<file path="config.mk">
export PLATFORM = sky130hd
export DESIGN_NAME = tile_index_to_block_coords
export DESIGN_NICKNAME = d
export VERILOG_FILES = /design/src/rtl/core/tibc_pkg.sv /design/src/rtl/core/tile_index_to_block_coords.sv
export VERILOG_INCLUDE_DIRS = /design/src /design/src/rtl/core
export SDC_FILE = /design/constraint.sdc
export NUM_CORES = 2
export LEC_CHECK = 0
export ABC_AREA = 1
export BUFFER_PORTS_ARGS = -buffer_cell sky130_fd_sc_hd__buf_2
export CAP_MARGIN = 20
export CORE_UTILIZATION = 65
export DETAILED_ROUTE_END_ITERATION = 6
export GPL_TIMING_DRIVEN = 0
export HOLD_SLACK_MARGIN = 0.1
export PLACE_DENSITY = 0.83
export SYNTH_ARGS = -nofsm -noshare
export SYNTH_HDL_FRONTEND = slang
export SYNTH_SLANG_ARGS = --single-unit
</file>
<file path="constraint.sdc">
create_clock -name i_clk -period 11.3 [get_ports i_clk]
set_input_delay 0.565 -clock i_clk [delete_from_list [all_inputs] [get_ports i_clk]]
set_output_delay 0.565 -clock i_clk [all_outputs]
set_load 0.01 [all_outputs]
</file>
<file path="src/rtl/core/tile_index_to_block_coords_defines.svh">
// assertion macros used by the tile mapping rtl
`ifndef TILE_INDEX_TO_BLOCK_COORDS_DEFINES_SVH
`define TILE_INDEX_TO_BLOCK_COORDS_DEFINES_SVH

// same-cycle implication, off during reset
`define TIBC_ASSERT_SAME(lbl, clk, rst_n, ante, cons, msg) \
    lbl: assert property (@(posedge clk) disable iff (!rst_n) (ante) |-> (cons)) \
        else $error(msg);

// next-cycle implication, off during reset
`define TIBC_ASSERT_NEXT(lbl, clk, rst_n, ante, cons, msg) \
    lbl: assert property (@(posedge clk) disable iff (!rst_n) (ante) |=> (cons)) \
        else $error(msg);

`endif

</file>
<file path="src/rtl/core/tibc_pkg.sv">
// types, register codes and bit helpers for the tile index mapper
package tibc_pkg;

    localparam int FIELD_W    = 16;
    localparam int END_W      = 17;
    localparam int CFG_IDX_W  = 3;
    localparam int CFG_DATA_W = 16;
    localparam int SIDES      = 2;
    localparam int SIDE_ROW   = 0;
    localparam int SIDE_COL   = 1;

    localparam logic [FIELD_W-1:0] START_MAX = 16'hffff;
    localparam logic [END_W-1:0]   END_MAX   = 17'h10000;

    typedef enum logic [1:0] {
        ORDER_LINEAR = 2'd0,
        ORDER_Z      = 2'd1,
        ORDER_U      = 2'd2
    } t_order;

    typedef enum logic [CFG_IDX_W-1:0] {
        CFG_ORDER     = 3'd0,
        CFG_BASE_LOG2 = 3'd1,
        CFG_RROW_LOG2 = 3'd2,
        CFG_RCOL_LOG2 = 3'd3,
        CFG_SMALL_ROW = 3'd4,
        CFG_SMALL_COL = 3'd5,
        CFG_LARGE_ROW = 3'd6,
        CFG_LARGE_COL = 3'd7
    } t_cfg_reg;

    // even bits of a z-order code
    function automatic logic [7:0] pick_even(input logic [FIELD_W-1:0] v);
        logic [7:0] r;
        for (int i = 0; i < 8; i++) begin
            r[i] = v[2*i];
        end
        return r;
    endfunction

    // odd bits of a z-order code
    function automatic logic [7:0] pick_odd(input logic [FIELD_W-1:0] v);
        logic [7:0] r;
        for (int i = 0; i < 8; i++) begin
            r[i] = v[2*i+1];
        end
        return r;
    endfunction

endpackage

</file>
<file path="src/rtl/core/tile_index_to_block_coords.sv">
// tile index to block position and row/column span, four-stage pipeline
//
//  channel   | dir | handshake             | word
//  ----------+-----+-----------------------+-------------------------------------
//  tile in   | in  | i_valid / o_stall     | i_tile_index
//  block out | out | o_valid / i_stall     | block_row/col, row/col start and end
//  config    | in  | i_cfg_valid / o_cfg_ready | i_cfg_index, i_cfg_data
//
//  one word per cycle while i_stall is low; stages in order: curve decode,
//  block add, span multiply, span sum and saturate, each a register stage
//  reset clears the stage valids and every config register to zero
//  each stage advances when the one after it is empty or moving, so bubbles
//  close up; o_stall rises only when all four stages hold a word
//  config is always ready; user must write it only while pipe is empty, unchecked
`include "tile_index_to_block_coords_defines.svh"

module tile_index_to_block_coords #(
    parameter int INDEX_BITS = 16,
    parameter int ROW_KERNEL = 8,
    parameter int COL_KERNEL = 8
) (
    input  logic                           i_clk,
    input  logic                           i_rst_n,
    input  logic                           i_valid,
    output logic                           o_stall,
    input  logic [tibc_pkg::FIELD_W-1:0]   i_tile_index,
    output logic                           o_valid,
    input  logic                           i_stall,
    output logic [tibc_pkg::FIELD_W-1:0]   o_block_row,
    output logic [tibc_pkg::FIELD_W-1:0]   o_block_col,
    output logic [tibc_pkg::FIELD_W-1:0]   o_row_start,
    output logic [tibc_pkg::END_W-1:0]     o_row_end,
    output logic [tibc_pkg::FIELD_W-1:0]   o_col_start,
    output logic [tibc_pkg::END_W-1:0]     o_col_end,
    input  logic                           i_cfg_valid,
    output logic                           o_cfg_ready,
    input  logic [tibc_pkg::CFG_IDX_W-1:0] i_cfg_index,
    input  logic [tibc_pkg::CFG_DATA_W-1:0] i_cfg_data
);
    import tibc_pkg::*;

    localparam int IdxW    = (INDEX_BITS < FIELD_W) ? INDEX_BITS : FIELD_W;
    localparam logic [FIELD_W-1:0] IdxMask = FIELD_W'((33'd1 << IdxW) - 33'd1);
    localparam int KernMax = (ROW_KERNEL > COL_KERNEL) ? ROW_KERNEL : COL_KERNEL;
    localparam int KernW   = $clog2(KernMax + 1);
    localparam int ProdW   = 2 * FIELD_W;
    localparam int KprodW  = FIELD_W + KernW;
    localparam int SumW    = ((KprodW > ProdW) ? KprodW : ProdW) + 1;
    localparam int EndSumW = SumW + 1;
    localparam logic [KernW-1:0] Kern [SIDES] = '{KernW'(ROW_KERNEL), KernW'(COL_KERNEL)};

    // config registers
    t_order             r_order;
    logic [3:0]         r_base;
    logic [4:0]         r_rect  [SIDES];
    logic [FIELD_W-1:0] r_small [SIDES];
    logic [FIELD_W-1:0] r_large [SIDES];

    // stage valids and enables
    logic r_v1, r_v2, r_v3, r_v4;
    logic en1, en2, en3, en4;

    // stage 1: local curve position and masked repeat count per side
    logic [FIELD_W-1:0] r_lpos [SIDES];
    logic [FIELD_W-1:0] r_rep  [SIDES];
    // stage 2: block position and large-block test
    logic [FIELD_W-1:0] r_blk2 [SIDES];
    logic [FIELD_W-1:0] r_lo   [SIDES];
    logic               r_lt   [SIDES];
    // stage 3: products and end increment
    logic [FIELD_W-1:0] r_blk3  [SIDES];
    logic [ProdW-1:0]   r_prod  [SIDES];
    logic [KprodW-1:0]  r_kprod [SIDES];
    logic [END_W-1:0]   r_tail  [SIDES];
    // stage 4: output word
    logic [FIELD_W-1:0] r_blk4  [SIDES];
    logic [FIELD_W-1:0] r_start [SIDES];
    logic [END_W-1:0]   r_end   [SIDES];

    // stage 1 combinational
    logic [FIELD_W-1:0] idx;
    logic [4:0]         sh2;
    logic [31:0]        m2;
    logic [FIELD_W-1:0] n1;
    logic [FIELD_W-1:0] mb;
    logic [7:0]         ev;
    logic [7:0]         od;
    logic [FIELD_W-1:0] ri;
    logic [32:0]        rmask   [SIDES];
    logic [FIELD_W-1:0] n_lpos  [SIDES];
    logic [FIELD_W-1:0] n_rep   [SIDES];
    // later stages combinational
    logic [FIELD_W-1:0] shl     [SIDES];
    logic [FIELD_W-1:0] n_blk2  [SIDES];
    logic [SumW-1:0]    sum_s   [SIDES];
    logic [EndSumW-1:0] sum_e   [SIDES];
    logic [FIELD_W-1:0] n_start [SIDES];
    logic [END_W-1:0]   n_end   [SIDES];

    assign en4     = !r_v4 || !i_stall;
    assign en3     = !r_v3 || en4;
    assign en2     = !r_v2 || en3;
    assign en1     = !r_v1 || en2;
    assign o_stall = !en1;

    always_comb begin
        idx = i_tile_index & IdxMask;
        sh2 = {r_base, 1'b0};
        m2  = (32'd1 << sh2) - 32'd1;
        n1  = idx & m2[FIELD_W-1:0];
        mb  = FIELD_W'((17'd1 << r_base) - 17'd1);
        ev  = pick_even(n1);
        od  = pick_odd(n1);
        ri  = idx >> sh2;
        if (r_order == ORDER_LINEAR) begin
            n_lpos[SIDE_ROW] = n1 & mb;
            n_lpos[SIDE_COL] = n1 >> r_base;
        end else begin
            // u-order folds the column into the row
            n_lpos[SIDE_ROW] = {8'd0, (r_order == ORDER_U) ? (ev ^ od) : ev};
            n_lpos[SIDE_COL] = {8'd0, od};
        end
        for (int s = 0; s < SIDES; s++) begin
            rmask[s] = (33'd1 << r_rect[s]) - 33'd1;
            n_rep[s] = ri & rmask[s][FIELD_W-1:0];
        end
    end

    always_comb begin
        for (int s = 0; s < SIDES; s++) begin
            shl[s]    = r_rep[s] << r_base;
            n_blk2[s] = r_lpos[s] + shl[s];
            sum_s[s]  = SumW'(r_prod[s]) + SumW'(r_kprod[s]);
            sum_e[s]  = EndSumW'(sum_s[s]) + EndSumW'(r_tail[s]);
            n_start[s] = (sum_s[s] > SumW'(START_MAX)) ? START_MAX : sum_s[s][FIELD_W-1:0];
            n_end[s]   = (sum_e[s] > EndSumW'(END_MAX)) ? END_MAX : sum_e[s][END_W-1:0];
        end
    end

    always_ff @(posedge i_clk) begin
        if (!i_rst_n) begin
            r_order <= ORDER_LINEAR;
            r_base  <= '0;
            for (int s = 0; s < SIDES; s++) begin
                r_rect[s]  <= '0;
                r_small[s] <= '0;
                r_large[s] <= '0;
            end
        end else if (i_cfg_valid) begin
            case (t_cfg_reg'(i_cfg_index))
                CFG_ORDER:     r_order           <= t_order'(i_cfg_data[1:0]);
                CFG_BASE_LOG2: r_base            <= i_cfg_data[3:0];
                CFG_RROW_LOG2: r_rect[SIDE_ROW]  <= i_cfg_data[4:0];
                CFG_RCOL_LOG2: r_rect[SIDE_COL]  <= i_cfg_data[4:0];
                CFG_SMALL_ROW: r_small[SIDE_ROW] <= i_cfg_data;
                CFG_SMALL_COL: r_small[SIDE_COL] <= i_cfg_data;
                CFG_LARGE_ROW: r_large[SIDE_ROW] <= i_cfg_data;
                CFG_LARGE_COL: r_large[SIDE_COL] <= i_cfg_data;
                default: ;
            endcase
        end
    end

    assign o_cfg_ready = 1'b1;

    always_ff @(posedge i_clk) begin
        if (!i_rst_n) begin
            r_v1 <= 1'b0;
            r_v2 <= 1'b0;
            r_v3 <= 1'b0;
            r_v4 <= 1'b0;
        end else begin
            if (en1) r_v1 <= i_valid;
            if (en2) r_v2 <= r_v1;
            if (en3) r_v3 <= r_v2;
            if (en4) r_v4 <= r_v3;
        end
    end

    always_ff @(posedge i_clk) begin
        for (int s = 0; s < SIDES; s++) begin
            if (en1) begin
                r_lpos[s] <= n_lpos[s];
                r_rep[s]  <= n_rep[s];
            end
            if (en2) begin
                r_blk2[s] <= n_blk2[s];
                r_lt[s]   <= n_blk2[s] < r_large[s];
                r_lo[s]   <= (n_blk2[s] < r_large[s]) ? n_blk2[s] : r_large[s];
            end
            if (en3) begin
                r_blk3[s]  <= r_blk2[s];
                r_prod[s]  <= ProdW'(r_blk2[s]) * ProdW'(r_small[s]);
                r_kprod[s] <= KprodW'(r_lo[s]) * KprodW'(Kern[s]);
                r_tail[s]  <= END_W'(r_small[s]) + (r_lt[s] ? END_W'(Kern[s]) : '0);
            end
            if (en4) begin
                r_blk4[s]  <= r_blk3[s];
                r_start[s] <= n_start[s];
                r_end[s]   <= n_end[s];
            end
        end
    end

    assign o_valid     = r_v4;
    assign o_block_row = r_blk4[SIDE_ROW];
    assign o_block_col = r_blk4[SIDE_COL];
    assign o_row_start = r_start[SIDE_ROW];
    assign o_row_end   = r_end[SIDE_ROW];
    assign o_col_start = r_start[SIDE_COL];
    assign o_col_end   = r_end[SIDE_COL];

    `TIBC_ASSERT_SAME(a_stall_full, i_clk, i_rst_n, o_stall,
        r_v1 && r_v2 && r_v3 && r_v4, "input stalled with a bubble in the pipe")
    `TIBC_ASSERT_NEXT(a_last_advance, i_clk, i_rst_n, r_v3 && (!r_v4 || !i_stall),
        o_valid, "word lost before the output stage")
    `TIBC_ASSERT_SAME(a_row_order, i_clk, i_rst_n, o_valid,
        END_W'(o_row_start) <= o_row_end, "row end below row start")
    `TIBC_ASSERT_SAME(a_col_order, i_clk, i_rst_n, o_valid,
        END_W'(o_col_start) <= o_col_end, "column end below column start")

endmodule
</file>
==> impl_metrics.csv <==
group,metric,value,unit
status,run_status,"finished, final reports clean",
final_layout,layout.cells.most_common_list,"1357 x sky130_fd_sc_hd__nand2_1, 1150 x sky130_fd_sc_hd__inv_1, 464 x sky130_fd_sc_hd__edfxtp_1",
yosys,ys_dominant_reg_cell,"sky130_fd_sc_hd__edfxtp_1",
clock_tree,cts.sink_count,474,
sta,slew_violations,0,
clock_tree,cts-buffers-inserted,50,
yosys,total_of_warnings_raised_by_yosys,0,
detailed_routing,route.antenna.remaining_nets,0,
critical_path,critPathCaptureType,"flip-flop",
detailed_routing,route.detailed.wl_per_inst,20.4,um
sta,final_clock_skew,0.0674,ns
critical_path,crit_path_cell_trace,"clkbuf_1 > clkbuf_1 > nand2_1 > fa_1 > fa_1 > fa_1 > inv_1 > fa_1 > fa_1 > inv_1 > fa_1 > inv_1 > ha_1 > a21oi_1 > o21ai_0 > a21oi_1 > o21ai_0 > a21boi_0 > o21ai_0 > a21oi_1 > xnor2_1",
detailed_routing,remaining_drc_errors,0,
yosys,synth_cells,5357,
yosys,synth_seq_cells,474,
die,fp.coreArea,0.0676,mm^2
clock_tree,h-tree-depth,2,
clock_tree,cts_tree,"done",
critical_path,crit_path_max_fanout,10,
sta,fin_tns_setup,0,ns
critical_path,crit_path_frequent_cell,"sky130_fd_sc_hd__fa_1",
yosys,count_of_cell_types_in_the_netlist,57,
global_routing,global_route.usage.total,0.382,
sta,fin_worst_hold_slack,0.161,ns
sta,fmaxAchievable,135,MHz
clock_tree,worstSkewPairLatency,0.65,ns
min_path,worstHoldPathType,"input port to flip-flop",
sta,worst_slew_pin_slew,1.21,ns
global_routing,grt_remaining_overflow,0,
place,gp_congestion,1.07,
global_routing,global_route_wire_length_before_repair,203000,um
global_routing,grt_start_max_net_pins,100,
die,placementRows,95,
critical_path,timing.critical_path.arrival,7.78,ns
place,dpl_worst_slack,4.06,ns
critical_path,slowest_cell_on_crit_path,"sky130_fd_sc_hd__clkbuf_1",
place,place.detailed.hpwl,108000,um
detailed_routing,via_per_inst,5.76,
sta,final.setup.worst_slack,3.89,ns
sta,period_share,0.656,
sta,setup_repair_after_global_routing_missed_its_margin,"no",
die,floorplan.io_pins,141,
die,die-area,0.0698,mm^2
global_routing,grt_pass1_vias,36685,
clock_tree,clk_pin_slew_worst_paths,0.07,ns
clock_tree,cts_post_setup_buffers_inserted,0,
job,max_cap_violations,0,
yosys,async_flop_share,0,
critical_path,setup.worst_path.class,"flip-flop to flip-flop",
detailed_routing,initialDrtViolationCount,3849,
critical_path,cp_data_required_time,11.67,ns
critical_path,buffer_and_inverter_count_on_the_worst_path,5,
clock_tree,cts_hold_repair.buffers,0,
clock_tree,cts_resized,0,
final_layout,leading_cell_type_in_the_layout_fill_and_taps_excluded,"sky130_fd_sc_hd__nand2_1",
final_layout,nets,6335,
yosys,syn_area_per_cell,8.35,um^2
sta,max_slew_margin,0.192,
sta,final-hold-violation-count,0,
detailed_routing,drt_pass1_iterations,7,
sta,period_needed,7.41,ns
die,die_height,264,um
die,fp.dieW,264,um
place,io_buffer_count,139,
detailed_routing,num_vias,37276,
clock_tree,clk_root_buffer_cell,"sky130_fd_sc_hd__clkbuf_16",
global_routing,antenna_found_initial,1,
sta,timing.final.setup_violations,0,
critical_path,crit_family,"adder cells",
final_layout,post_route_cells_drive_above_1_share,0.0650,
yosys,synth_enable_flop_cells,464,
yosys,synth_seq_area_share,0.316,
detailed_routing,drt-total-wl,132000,um
critical_path,crit_path_max_incr_delay,0.56,ns
die,initial_utilization,0.661,
critical_path,startpoint_type,"flip-flop",
yosys,mappedNetlistArea,0.0447,mm^2
final_layout,area.growth.synth_to_final,8.60,%
clock_tree,cts_buffer_depth,3,
cells in the mapped netlist, types with 7 or more instances:
cell type                     n  area, um^2
sky130_fd_sc_hd__inv_1     1153        4330
sky130_fd_sc_hd__edfxtp_1   464       13900
sky130_fd_sc_hd__a21boi_0     9        67.6
sky130_fd_sc_hd__clkbuf_1   150         563
sky130_fd_sc_hd__xor2_1     119        1040
sky130_fd_sc_hd__a21oi_1    206        1030
sky130_fd_sc_hd__nor2_4      11         124
sky130_fd_sc_hd__o221ai_1    15         131
sky130_fd_sc_hd__nand4_1     44         275
sky130_fd_sc_hd__nand3_2      9        90.1
sky130_fd_sc_hd__o21ai_0    192         961
sky130_fd_sc_hd__nor2_2      30         188
sky130_fd_sc_hd__nand2_2     39         244
sky130_fd_sc_hd__ha_1       343        4290
sky130_fd_sc_hd__nand2_1   1358        5100
sky130_fd_sc_hd__o21bai_1    14         105
sky130_fd_sc_hd__a31oi_1     11        68.8
sky130_fd_sc_hd__inv_2        8        30.0
sky130_fd_sc_hd__nor3_1      54         270
sky130_fd_sc_hd__nand3b_1    25         188
sky130_fd_sc_hd__o211ai_1    13        97.6
sky130_fd_sc_hd__xnor2_1     42         368
sky130_fd_sc_hd__nor3_2      13         130
sky130_fd_sc_hd__nor2_1     337        1260
sky130_fd_sc_hd__o31ai_1     10        75.1
sky130_fd_sc_hd__nor4_1       9        56.3
sky130_fd_sc_hd__o21ai_1      7        35.0
sky130_fd_sc_hd__dfxtp_1     10         200
sky130_fd_sc_hd__fa_1       394        7890
sky130_fd_sc_hd__buf_1       15        56.3
sky130_fd_sc_hd__nand3_1    161         806
sky130_fd_sc_hd__a22oi_1      9        67.6
sky130_fd_sc_hd__mux2i_1     11         110
sky130_fd_sc_hd__o22ai_1     15        93.8
worst paths after layout:
path,start,end,slack [ns],cells past startpoint
max reg2reg,r_small[0][18]$_DFFE_PP_,r_prod[0][56]$_DFFE_PP_,3.89,21
min reg2reg,r_lo[0][11]$_DFFE_PP_,r_kprod[0][11]$_DFFE_PP_,0.36,0
min,i_valid,r_v1$_SDFFE_PN0N_,0.16,3
max,r_small[0][18]$_DFFE_PP_,r_prod[0][56]$_DFFE_PP_,3.89,21
cell families (layout without fill, tap and decap cells):
| logic type | Yosys count | in the layout | share of synthesized area |
|---|---|---|---|
| other | 2 | 5 | 0.000168 |
| muxes | 11 | 11 | 0.00246 |
| DFF | 474 | 474 | 0.316 |
| AOI/OAI and AO/OA | 529 | 529 | 0.0664 |
| and+or+nand+nor | 2104 | 2104 | 0.198 |
| adders and majority gates | 737 | 737 | 0.272 |
| buffers and inverters | 1339 | 1580 | 0.113 |
| xor gates and xnor gates | 161 | 161 | 0.0315 |
worst min-delay path, delay by kind of cell:
kind / cells / cell delay (ns)
buffers and inverters: 1 / 0.08
and+or+nand+nor: 2 / 0.12
per-layer routing:
metal / GRT usage / wire, um / up-vias / share of wire
met1: 0.468 / 49000 / 17668 / 0.37
met3: 0.0642 / 11800 / 499 / 0.090
met5: 0 / 13 / - / 0.000098
li1: - / - / 17137 / -
met4: 0.214 / 8630 / 2 / 0.065
met2: 0.645 / 62600 / 1970 / 0.47
flip-flops by register name, summed over array words and instances, names as in the netlist:
register and flops:
r_rect 10, r_rep 32, r_large 32, r_order 2, r_small 32, r_prod 64
r_blk3 32, r_start 32, r_kprod 32, r_v1 1, r_v2 1, r_blk2 32
r_end 34, r_tail 34, r_base 4, o_valid 1, r_blk4 32, r_lpos 32
r_v3 1, r_lt 2, r_lo 32
layout make-up:
type,instances,area [um^2]
fill,5276,19100
tap,873,1090
multi-input combinational,3546,25600
inverter,1167,4390
sequential,474,14100
clock inverter,42,579
timing repair buffer,147,868
antenna,1,2.50
clock buffer,52,1260
buffer,172,676
metrics by stage:
stage	util	std cells	area (um^2)
after floorplan	-	5359	44700
after global placement	0.688	6371	46500
final	0.718	6474	48600
after CTS	0.718	6472	48600
after detailed placement	0.691	6378	46700
after global routing	0.718	6473	48600
Power is left out: the tool's default activity adds up to more than one toggle a clock period on the data nets, which glitch-free logic cannot reach.
